**config.mk**
```make
export PLATFORM = sky130hd
export DESIGN_NAME = idct_ctrl
export DESIGN_NICKNAME = d
export VERILOG_FILES = /design/src/sv/idct_pkg.sv /design/src/sv/idct_ctrl.sv
export SDC_FILE = /design/constraint.sdc
export NUM_CORES = 1
export LEC_CHECK = 0
export BUFFER_PORTS_ARGS = -buffer_cell sky130_fd_sc_hd__buf_2
export CORE_MARGIN = 2
export CORE_UTILIZATION = 49
export CTS_CLUSTER_SIZE = 24
export DETAILED_ROUTE_END_ITERATION = 10
export GPL_TIMING_DRIVEN = 0
export PLACE_DENSITY_LB_ADDON = 0.3
export SYNTH_ARGS = -nofsm -noshare
export SYNTH_HDL_FRONTEND = slang
export SYNTH_SLANG_ARGS = --single-unit
```
**constraint.sdc**
```tcl
create_clock -name clk -period 2.33 [get_ports clk]
set_input_delay 0.3495 -clock clk [delete_from_list [all_inputs] [get_ports clk]]
set_output_delay 0.3495 -clock clk [all_outputs]
set_load 0.1 [all_outputs]
```
**src/sv/idct_pkg.sv**
```systemverilog
// Shared types and constants of the scaled 8x8 inverse DCT.
`default_nettype none
package idct_pkg;

  // Fixed width of the coefficient and sample fields on the channels.
  localparam int FieldW = 32;

  // Q16 butterfly constants, held as 18-bit signed values.
  localparam logic signed [17:0] KSqrtHalf = 18'sd46341;
  localparam logic signed [17:0] KA        = 18'sd25080;
  localparam logic signed [17:0] KB        = 18'sd35468;
  localparam logic signed [17:0] KC        = 18'sd85627;
  localparam int                 RoundHalf = 32768;

  // Commands from the controller to the datapath.
  typedef struct packed {
    logic       coef_we;   // store the accepted coefficient
    logic [5:0] coef_addr;
    logic       rd_en;     // read one entry of the current row
    logic [5:0] rd_addr;
    logic       cap_en;    // capture last read into a butterfly input lane
    logic [2:0] cap_lane;
    logic       pass;      // 0: first pass from coef store, 1: second pass
    logic       tr_we;     // write one butterfly result to the transpose store
    logic [5:0] tr_addr;
    logic [2:0] wr_lane;   // butterfly result selected for write or output
  } idct_cmd_t;

endpackage
`default_nettype wire

```
**src/sv/idct_ctrl.sv**
```systemverilog
// Controller: load count, pass and row sequencing, output handshake.
`default_nettype none
module idct_ctrl (
  input  wire logic                 clk,
  input  wire logic                 rst,
  input  wire logic                 in_valid,
  output      logic                 in_ready,
  output      logic                 out_valid,
  input  wire logic                 out_ready,
  output      logic [2:0]           out_row,
  output      logic [2:0]           out_col,
  output      logic                 out_last,
  output      idct_pkg::idct_cmd_t  cmd
);
  import idct_pkg::*;

  localparam logic [2:0] S_LOAD  = 3'd0;
  localparam logic [2:0] S_READ  = 3'd1;
  localparam logic [2:0] S_CALC  = 3'd2;
  localparam logic [2:0] S_WRITE = 3'd3;
  localparam logic [2:0] S_EMIT  = 3'd4;

  localparam logic [3:0] ReadLast = 4'd8;  // 8 reads, then the capture of the last read
  localparam logic [3:0] CalcLast = 4'd5;  // six butterfly stages

  logic [2:0] state, state_next;
  logic [5:0] load_count, load_count_next;
  logic [3:0] cnt, cnt_next;
  logic [2:0] row, row_next;
  logic       pass, pass_next;
  logic       in_acc, out_acc;

  assign in_ready  = (state == S_LOAD);
  assign out_valid = (state == S_EMIT);
  assign in_acc    = in_valid && in_ready;
  assign out_acc   = out_valid && out_ready;
  assign out_row   = row;
  assign out_col   = cnt[2:0];
  assign out_last  = (row == 3'd7) && (cnt[2:0] == 3'd7);

  always_comb begin
    cmd.coef_we   = in_acc;
    cmd.coef_addr = load_count;
    cmd.rd_en     = (state == S_READ) && !cnt[3];
    cmd.rd_addr   = {row, cnt[2:0]};
    cmd.cap_en    = (state == S_READ) && (cnt != 4'd0);
    cmd.cap_lane  = cnt[2:0] - 3'd1;
    cmd.pass      = pass;
    cmd.tr_we     = (state == S_WRITE);
    cmd.tr_addr   = {cnt[2:0], row};
    cmd.wr_lane   = cnt[2:0];
  end

  always_comb begin
    state_next      = state;
    load_count_next = load_count;
    cnt_next        = cnt;
    row_next        = row;
    pass_next       = pass;
    case (state)
      S_LOAD: begin
        if (in_acc) begin
          load_count_next = load_count + 6'd1;
          if (load_count == 6'd63) begin
            state_next = S_READ;
            cnt_next   = '0;
            row_next   = '0;
            pass_next  = 1'b0;
          end
        end
      end
      S_READ: begin
        cnt_next = cnt + 4'd1;
        if (cnt == ReadLast) begin
          state_next = S_CALC;
          cnt_next   = '0;
        end
      end
      S_CALC: begin
        cnt_next = cnt + 4'd1;
        if (cnt == CalcLast) begin
          state_next = pass ? S_EMIT : S_WRITE;
          cnt_next   = '0;
        end
      end
      S_WRITE: begin
        cnt_next = cnt + 4'd1;
        if (cnt[2:0] == 3'd7) begin
          state_next = S_READ;
          cnt_next   = '0;
          if (row == 3'd7) begin
            row_next  = '0;
            pass_next = 1'b1;
          end else begin
            row_next = row + 3'd1;
          end
        end
      end
      S_EMIT: begin
        if (out_acc) begin
          cnt_next = cnt + 4'd1;
          if (cnt[2:0] == 3'd7) begin
            cnt_next = '0;
            if (row == 3'd7) begin
              state_next = S_LOAD;
            end else begin
              state_next = S_READ;
              row_next   = row + 3'd1;
            end
          end
        end
      end
      default: begin
        state_next = S_LOAD;
      end
    endcase
  end

  always_ff @(posedge clk) begin
    if (rst) begin
      state      <= S_LOAD;
      load_count <= '0;
      cnt        <= '0;
      row        <= '0;
      pass       <= 1'b0;
    end else begin
      state      <= state_next;
      load_count <= load_count_next;
      cnt        <= cnt_next;
      row        <= row_next;
      pass       <= pass_next;
    end
  end

  a_no_overlap: assert property (@(posedge clk) disable iff (rst)
    !(in_ready && out_valid)) else $error("load and emit overlap");

  a_block_start: assert property (@(posedge clk) disable iff (rst)
    (in_acc && load_count == 6'd63) |=> (state == S_READ && !pass))
    else $error("transform did not start on the 64th coefficient");

  a_block_end: assert property (@(posedge clk) disable iff (rst)
    (out_acc && out_last) |=> (in_ready && load_count == 6'd0))
    else $error("not back to loading after the last sample");

  a_tr_first_pass: assert property (@(posedge clk) disable iff (rst)
    cmd.tr_we |-> !pass) else $error("transpose write in second pass");

endmodule
`default_nettype wire

```
==> results by group, run 1 <==
Worst hold path
  – Endpoint of the worst hold path: cnt[2]
  – Worst hold-check path type: in -> reg
  – Cells on Worst Hold Path: 2
  – Worst hold path startpoint: rst

Power and ir drop
  – Part of the power in registers: 35.8%
  – Switch Pwr: 466 uW
  – Clock share of power: roughly 17%
  – Logic pwr share: a little under half
  – Power density over the cells: 628 nW/um2
  – Total leakage power: just under 0.0008 uW
  – Internal power component: 493 uW
  – Sw Share: ~49%
  – Worst vdd ir: just over 0.0009 V

Global route
  – Vias in the first global route: 902
  – Maximum number of pins on one net before global-route repair: 12
  – Residual overflow from global routing: 0
  – Combined global-route utilization of all metal layers: a little under a fifth
  – Global-route wire length before repair: 3940 um
  – Number of antenna violations at the first check in global routing: 0

Final layout
  – Area grow syn2layout: 24.1%
  – Area taken by multi-input logic gates: about 700 um2
  – Most frequent cells in the layout: buf_2, buf_4, nand2_1
  – Non-Filler Instances: 226
  – Filler Cells Inserted: 243
  – Antenna cell count: 0
  – Reg area: 344 um2
  – Fraction of final layout cells with drive strength greater than 1: 41.8%
  – Number of nets in the final layout: 208
  – Most common library cell in the layout ignoring fill and taps: buf_2

Yosys
  – Synthesized area per cell: 8.10 um2
  – Netlist Area Pre-Place: between 1000 and 1500 um2
  – Predominant post-synthesis flop cell: dfxtp_1
  – Fraction of the mapped netlist area in adder cells: 7.11%
  – Part of the Yosys area used for sequential elements: 27.6%
  – Post-synthesis xor/xnor area fraction: 3.56%
  – Proportion of register bits with asynchronous set or reset after synthesis: 0%
  – Simple-Gate Fraction of Synth Area: 29.9%
  – Netlist cell types: 42
  – Cells after synthesis: 152
  – Number of synthesized register bits: 17
  – Synthesized-area fraction occupied by ao, oa, aoi and oai cells: roughly an eighth
  – Nets in the synthesized netlist: 163
  – Count of flip-flops with a built-in enable after synthesis: 0
  – Main combinational cell family by area after synthesis: simple AND/OR/NAND/NOR gates
  – Multiplexer fraction of the synthesized cell area: 2.44%
  – Number of warnings issued by yosys: 0

Run
  – Maxcap violations: 0

Worst setup path
  – Largest stage delay on the critical path: 520 ps
  – Critical path class: reg -> out
  – Crit Path Max Fanout: 9
  – Depth of the most critical reg-to-reg path: 7
  – Arrival time at the worst endpoint: ~1900 ps
  – Setup slack on the worst flop-to-flop path: 300 ps
  – Element type at the critical path end: output pin
  – Required time reported for the critical path endpoint: roughly 2000 ps
  – Max stage delay cell, worst path: dfxtp_1
  – Cells traversed along the worst timing path: ha_1, ha_1, and2_2, buf_2
  – Worst reg2reg startpoint: cnt[0]
  – Critical path launch point type: register
  – Critical register-to-register path endpoint: out_row[1]
  – Cell mode on critical path: ha_1

Route
  – First-pass iteration count of the detailed router: 5
  – Wire length after detailed routing: 2590 um
  – Remaining design rule violation count: 0
  – DR iter-0 viols: 15
  – Vias: ~1100
  – Wire per inst: 11.5 um
  – Vias per cell: ~5.0
  – Antenna viol nets, final: 0

Timing
  – Total setup violations reported at the end of the flow: 0
  – Setup clock skew after layout: 3.38 ps
  – Transition time at the pin with the least slew margin: 480 ps
  – Max-slew violation count: 0
  – FMAX: 452 MHz
  – Worst relative slew slack: a little under 70%
  – Final critical-path required period: roughly 2200 ps
  – Fin. Hold Viols: 0
  – Worst slack on hold paths: between 400 and 500 ps
  – Share of the cycle needed by the critical path after routing: 94.9%
  – RSZ-0062 raised after global routing: false

Floorplanning
  – Die Width: 54.1 um
  – Effective utilization at floorplan: 50.6%
  – Floorplan die area: 2930 um2
  – Top-Level Pins: 42
  – Site row count: 18
  – Area of the placeable core: 2430 um2
  – Vertical die dimension: 54.1 um

Clock network
  – # H-tree levels: 1
  – Clock sinks: 17
  – Setup Buffers After CTS: 0
  – Cts hold-fix bufs: 0
  – Reg clk slew, reported paths: 110 ps
  – Number of buffers created by CTS: 3
  – Clock Tree Buf Depth: 2
  – TritonCTS clock tree: done
  – Root Buffer: clkbuf_4
  – Clock latency of the later-clocked register in the worst-skew pair: about 290 ps
  – Gates resized, CTS repair: 0

Place
  – Post-detail-place hpwl: 1970 um
  – Post-Place Cells: 222
  – Number of port buffers: 40
  – Weighted congestion reported at the end of routability-driven placement: 0.818

Run status
  – Result of the run: complete, no violations
[worst max-delay path by stage]
stage                start          to  slack, ps  depth (start not counted)
floorplan           cnt[0]     cmd[13]       -260                          3
global placement    cnt[0]  out_row[1]        450                          7
detailed placement  cnt[0]  out_row[1]        350                          7
CTS                 cnt[0]     cmd[14]         80                          5
global route        cnt[0]    out_last         40                          4
finish              cnt[0]    out_last        120                          4
[state kept, by name, summed over array words and instances, names as in the netlist]
name	count
pass	1
load_count	6
cnt	4
out_row	3
state	3
[final cells by class]
cell class / count / area share, %
buffer: 26 / 12.2
clock buffer: 3 / 1.47
clock inverter: 1 / 0.328
inverter: 6 / 1.47
multi-input combinational: 103 / 46.3
sequential: 17 / 22.5
tap: 30 / 2.46
timing repair buffer: 40 / 13.3
[power groups by stage]
stage	sequential, uW	combinational [uW]	clock (uW)
floorplan	414	320	0
global placement	347	447	0
detailed placement	350	450	0
CTS	343	452	163
global route	346	480	175
finish	344	452	163
[worst max-delay path, delay by kind of cell, from the launching register on]
| kind | cells | cell delay [ps] |
|---|---|---|
| simple gates | 1 | 180 |
| buf+inv | 1 | 420 |
| fa+ha+maj | 2 | 450 |
| flops | 1 | 520 |
[stage by stage]
| step | TNS (ps) | setup slack [ps] | total power, uW | util [%] | instance area, um2 |
|---|---|---|---|---|---|
| 6_report | 0 | 119 | 959 | 62.8 | 1530 |
| 3_5_place_dp | 0 | 348 | 801 | 61.6 | 1500 |
| 2_1_floorplan | -264 | -264 | 734 | - | 1260 |
| 3_3_place_gp | 0 | 454 | 794 | 61.6 | 1500 |
| 5_1_grt | 0 | 41.0 | 1000 | 62.8 | 1530 |
| 4_1_cts | 0 | 82.9 | 958 | 62.7 | 1530 |
[kinds of logic after synthesis]
group                      count (synthesis)
and+or+nand+nor                           63
buffers and inverters                     32
AOI/OAI and AO/OA                         25
DFF                                       17
adders and majority gates                  7
xor gates and xnor gates                   5
muxes                                      3
[Yosys cell counts (2+ instances only)]
library cell | n | share of area [%]
nand2b_1 | 3 | 1.5
nand3_1 | 7 | 2.8
or3_1 | 2 | 1.0
buf_4 | 21 | 13
or3b_1 | 2 | 1.4
inv_1 | 6 | 1.8
mux2i_1 | 3 | 2.4
dfxtp_1 | 17 | 28
xor2_1 | 4 | 2.8
a21oi_1 | 13 | 5.3
and2b_1 | 2 | 1.2
nor2_1 | 9 | 2.7
ha_1 | 7 | 7.1
and2_1 | 2 | 1.0
buf_2 | 2 | 0.81
nand4_1 | 2 | 1.0
o21ai_0 | 5 | 2.0
nand3b_1 | 2 | 1.2
nor2b_1 | 4 | 2.0
nand2_1 | 17 | 5.2
[routing by layer]
| metal | GRT usage, % | wire length, um |
|---|---|---|
| met1 | 24.6 | 1230 |
| met5 | 0 | 0 |
| met4 | 7.08 | 32 |
| met2 | 29.3 | 1180 |
| met3 | 3.33 | 142 |
Power figures use the tool's default switching activity.
==> run 2, diff against run 1 <==
--- a/config.mk
+++ b/config.mk
@@ -7,7 +7,7 @@
 export LEC_CHECK = 0
 export BUFFER_PORTS_ARGS = -buffer_cell sky130_fd_sc_hd__buf_2
 export CORE_MARGIN = 2
-export CORE_UTILIZATION = 49
+export CORE_UTILIZATION = 45
 export CTS_CLUSTER_SIZE = 24
 export DETAILED_ROUTE_END_ITERATION = 10
 export GPL_TIMING_DRIVEN = 0
==> constraint.sdc (replaced) <==
create_clock -name clk -period 2.03 [get_ports clk]
set_input_delay 0.3045 -clock clk [delete_from_list [all_inputs] [get_ports clk]]
set_output_delay 0.3045 -clock clk [all_outputs]
set_load 0.1 [all_outputs]
==> results by group, run 2 (synthesized netlist as in run 1, its figures left out) <==
Run status
  – Result of the run: complete, no violations

Clock network
  – # H-tree levels: 1
  – Clock sinks: 17
  – Root Buffer: clkbuf_4
  – Cts hold-fix bufs: 0
  – Clock Tree Buf Depth: 2
  – Reg clk slew, reported paths: 110 ps
  – TritonCTS clock tree: done
  – Clock latency of the later-clocked register in the worst-skew pair: roughly 290 ps
  – Number of buffers created by CTS: 3

Worst setup path
  – Origin of the worst setup path: state[0]
  – Critical path launch point type: register
  – CP endpoint: cmd[21]
  – Required time reported for the critical path endpoint: 1730 ps
  – Crit Path Max Fanout: 5
  – Element type at the critical path end: output pin
  – Critical path class: reg -> out
  – Critical register-to-register path endpoint: out_row[1]
  – Depth of the most critical reg-to-reg path: 7
  – Setup slack on the worst flop-to-flop path: around 250 ps
  – Worst reg2reg startpoint: out_row[0]
  – Arrival time at the worst endpoint: 1640 ps

Timing
  – Share of the cycle needed by the critical path after routing: 95.8%
  – Max-slew violation count: 0
  – Total setup violations reported at the end of the flow: 0
  – FMAX: 514 MHz
  – Worst slack on hold paths: 400 ps
  – Fin. Hold Viols: 0
  – RSZ-0062 raised after global routing: false
  – Final critical-path required period: 1940 ps
  – Transition time at the pin with the least slew margin: a little under 500 ps
  – Setup clock skew after layout: 7.14 ps
  – Worst relative slew slack: about two thirds

Power and ir drop
  – Power density over the cells: approximately 700 nW/um2
  – Switch Pwr: 533 uW
  – Logic pwr share: 48.2%
  – Internal power component: 587 uW
  – Clock share of power: 16.7%
  – Part of the power in registers: 35.1%
  – Total leakage power: ~0.0008 uW
  – Sw Share: 47.6%
  – Worst vdd ir: 0.000717 V

Global route
  – Combined global-route utilization of all metal layers: 17.6%
  – Residual overflow from global routing: 0
  – Maximum number of pins on one net before global-route repair: 12
  – Global-route wire length before repair: approximately 4400 um
  – Vias in the first global route: 947
  – Number of antenna violations at the first check in global routing: 0

Floorplanning
  – Die Width: 56.3 um
  – Floorplan die area: about 3200 um2
  – Effective utilization at floorplan: 48.4%
  – Vertical die dimension: 56.3 um
  – Top-Level Pins: 42
  – Site row count: 18
  – Area of the placeable core: 2540 um2

Final layout
  – Number of nets in the final layout: 208
  – Top register by number of flip-flops: load_count
  – Antenna cell count: 0
  – Number of flip-flops under the largest register name: 6
  – Non-Filler Instances: 226
  – Fraction of final layout cells with drive strength greater than 1: between 40% and 50%
  – Most frequent cells in the layout: buf_2, buf_4, nand2_1
  – Most common library cell in the layout ignoring fill and taps: buf_2
  – Area grow syn2layout: 30.8%
  – Biggest registers after layout: load_count: 6 flops, cnt: 4 flops

Route
  – Antenna viol nets, final: 0
  – Wire per inst: 11.8 um
  – DR iter-0 viols: 26
  – Vias: 1143
  – Remaining design rule violation count: 0
  – Wire length after detailed routing: 2660 um
  – First-pass iteration count of the detailed router: 4
  – Vias per cell: approximately 5

Worst hold path
  – Worst hold-check path type: in -> reg

Place
  – Post-Place Cells: 222
  – Post-detail-place hpwl: between 2000 and 2500 um
  – Number of port buffers: 40
  – Weighted congestion reported at the end of routability-driven placement: 0.905

Run
  – Maxcap violations: 0
## run 2: cell count changes in the layout (fill, tap and decap cells not counted), sizes merged
cell and change:
clkinvlp +2, inv -2, clkbuf +1, clkinv -1
## run 2: timing repair
item	4_1_cts	5_1_grt
resized for setup	6	4
setup endpoints to repair	5	7
setup buffers	0	0
## run 2: critical path, cell delays in order (launching register included)
cell and delay, ps:
dfxtp_1 470, or3b_1 480, nor2_2 110, buf_4 290
## run 2: power groups by stage
stage	registers, uW	logic [uW]	clock network (uW)
floorplan	475	384	0
global placement	399	530	0
detailed placement	401	536	0
CTS	393	540	193
global route	397	578	202
finish	393	541	187
## run 2: metrics by stage
step	power, uW	setup slack, ps	area (um2)	TNS, ps	utilization [%]
final	1120	85.9	1610	0	63.3
after global routing	1180	8.48	1610	0	63.3
after CTS	1130	20.0	1610	0	63.1
after detailed placement	937	50.0	1570	0	61.5
after global placement	930	101	1570	0	61.5
after floorplan	859	-155	1330	-357	-
## run 2: how the worst min path moves through the flow
stage | slack, ps | cells past startpoint | endpoint | from
floorplan | 470 | 2 | pass | pass
global placement | 460 | 2 | out_row[1] | out_row[1]
detailed placement | 470 | 2 | out_row[2] | out_row[2]
CTS | 390 | 2 | cnt[1] | rst
global route | 420 | 2 | cnt[1] | rst
finish | 400 | 2 | cnt[1] | rst
## run 2: layer usage
layer  track usage (%)  up-vias  part of all wire, %
met5                 0        -                    0
met4              7.14        0                  1.6
met3              2.07        4                  4.6
met2              29.7       37                   49
met1              22.8      514                   45
li1                  -      588                    -
## run 2: final cells by class
type | instances | area [um2]
fill | 221 | 935
multi-input combinational | 103 | 742
sequential | 17 | 360
timing repair buffer | 40 | 215
buffer | 26 | 199
tap | 30 | 37.5
inverter | 6 | 30.0
clock buffer | 4 | 26.3
==> run 3, diff against run 2 <==
--- a/config.mk
+++ b/config.mk
@@ -12,6 +12,7 @@
 export DETAILED_ROUTE_END_ITERATION = 10
 export GPL_TIMING_DRIVEN = 0
 export PLACE_DENSITY_LB_ADDON = 0.3
+export REMOVE_ABC_BUFFERS = 1
 export SYNTH_ARGS = -nofsm -noshare
 export SYNTH_HDL_FRONTEND = slang
 export SYNTH_SLANG_ARGS = --single-unit
==> results by group, run 3 (synthesized netlist as in run 1, its figures left out) <==
Run status
  – Result of the run: complete, no violations

Route
  – DR iter-0 viols: 16
  – Antenna viol nets, final: 0
  – Wire per inst: 12.2 um
  – First-pass iteration count of the detailed router: 4
  – Wire length after detailed routing: ~2500 um
  – Vias: 1043
  – Vias per cell: 5.19
  – Remaining design rule violation count: 0

Global route
  – Maximum number of pins on one net before global-route repair: 20
  – Number of antenna violations at the first check in global routing: 0
  – Vias in the first global route: approximately 950
  – Combined global-route utilization of all metal layers: 16.3%
  – Global-route wire length before repair: 4260 um
  – Residual overflow from global routing: 0

Worst setup path
  – Family with the most delay on the worst path: simple AND/OR/NAND/NOR gates
  – Required time reported for the critical path endpoint: 1730 ps
  – Worst reg2reg startpoint: load_count[0]
  – Critical register-to-register path endpoint: out_row[0]
  – Critical path launch point type: register
  – Element type at the critical path end: output pin
  – Depth of the most critical reg-to-reg path: 6
  – Crit Path Max Fanout: 14
  – Buffering stage count on the worst path with inverters included: 1
  – Max stage delay cell, worst path: dfxtp_2
  – Setup slack on the worst flop-to-flop path: 180 ps
  – Arrival time at the worst endpoint: 1610 ps
  – Critical path class: reg -> out
  – Cells traversed along the worst timing path: or3b_1, nor2_1, buf_6
  – Largest stage delay on the critical path: 470 ps

Timing
  – Total setup violations reported at the end of the flow: 0
  – Final Worst Setup Slack: 115 ps
  – Max-slew violation count: 0
  – Final critical-path required period: 1920 ps
  – Share of the cycle needed by the critical path after routing: 94.3%
  – RSZ-0062 raised after global routing: false
  – Final total negative setup slack: 0 ps
  – Transition time at the pin with the least slew margin: 493 ps
  – Worst relative slew slack: about two thirds
  – Fin. Hold Viols: 0
  – FMAX: roughly 520 MHz
  – Setup clock skew after layout: 2.13 ps

Clock network
  – Reg clk slew, reported paths: around 100 ps
  – TritonCTS clock tree: done
  – # H-tree levels: 1
  – Setup Buffers After CTS: 0
  – Clock Tree Buf Depth: 2
  – Number of buffers created by CTS: 3
  – Root Buffer: clkbuf_4
  – Clock sinks: 17
  – Clock latency of the later-clocked register in the worst-skew pair: 290 ps

Final layout
  – Biggest registers after layout: load_count: 6 flops, cnt: 4 flops
  – Fraction of final layout cells with drive strength greater than 1: about a third
  – Antenna cell count: 0
  – Most common library cell in the layout ignoring fill and taps: buf_2
  – Number of nets in the final layout: about 180
  – Top register by number of flip-flops: load_count
  – Non-Filler Instances: 201
  – Area grow syn2layout: 8.74%
  – Number of flip-flops under the largest register name: 6
  – Filler Cells Inserted: 253
  – Final std cell area, no fill: 1340 um2
  – Reg area: 345 um2
  – Area taken by multi-input logic gates: approximately 680 um2
  – Most frequent cells in the layout: buf_2, nand2_1, a21oi_1, dfxtp_1, nor2_1

Power and ir drop
  – Worst vdd ir: a little under 0.0007 V
  – Total power of the final layout: between 1000 and 1500 uW
  – Power density over the cells: 800 nW/um2
  – Total leakage power: 0.000637 uW

Run
  – Maxcap violations: 0

Floorplanning
  – Floorplan die area: 3170 um2
  – Die Width: 56.3 um
  – Effective utilization at floorplan: about half
  – Area of the placeable core: 2540 um2
  – Top-Level Pins: 42
  – Site row count: 18
  – Vertical die dimension: around 56 um

Worst hold path
  – Endpoint of the worst hold path: load_count[2]
  – Cells on Worst Hold Path: 2
  – Worst hold path startpoint: rst
  – Worst hold-check path type: in -> reg

Place
  – Worst-case setup slack after placement: 94.9 ps
  – Post-detail-place hpwl: 1850 um
  – Weighted congestion reported at the end of routability-driven placement: 0.805
  – Cell area reported after detailed placement: roughly 1300 um2
  – Number of port buffers: 41
  – Post-Place Cells: about 200
## run 3: metrics by stage
step / utilization [%] / hold WS, ps
floorplan: - / 374
global placement: 50.6 / 478
detailed placement: 50.6 / 497
CTS: 52.2 / 382
global route: 52.6 / 400
finish: 52.6 / 383
## run 3: routing by layer
layer	up-vias	share of wire, %	track usage, %
li1	533	-	-
met1	479	43	20.9
met2	27	51	27.6
met3	4	4.5	2.53
met4	0	1.3	5.78
met5	-	0	0
## run 3: cell type report
| type | instances | area share, % |
|---|---|---|
| multi-input combinational | 103 | 50.9 |
| timing repair buffer | 41 | 16.8 |
| inverter | 6 | 1.68 |
| sequential | 17 | 25.8 |
| clock buffer | 4 | 1.96 |
| tap | 30 | 2.80 |
## run 3: how the worst max path moves through the flow
stage,from,to,slack [ps],cells past startpoint
global placement,state[0],cmd[14],160,3
CTS,cnt[0],cmd[13],20,4
floorplan,cnt[0],cmd[14],-5000,4
global route,state[1],cmd[28],7,3
detailed placement,cnt[0],out_row[0],90,7
finish,state[0],cmd[14],110,3
## run 3: repair_timing
action | CTS | global route
cloned | 0 | 0
hold buffers | 0 | 0
setup endpoints to repair | 5 | 11
resized for setup | 6 | 6
## run 3: report_power, final
part / switching, uW / internal [uW]
Clock: 106 / 76.4
Combinational: 371 / 122
Sequential: 41.1 / 354
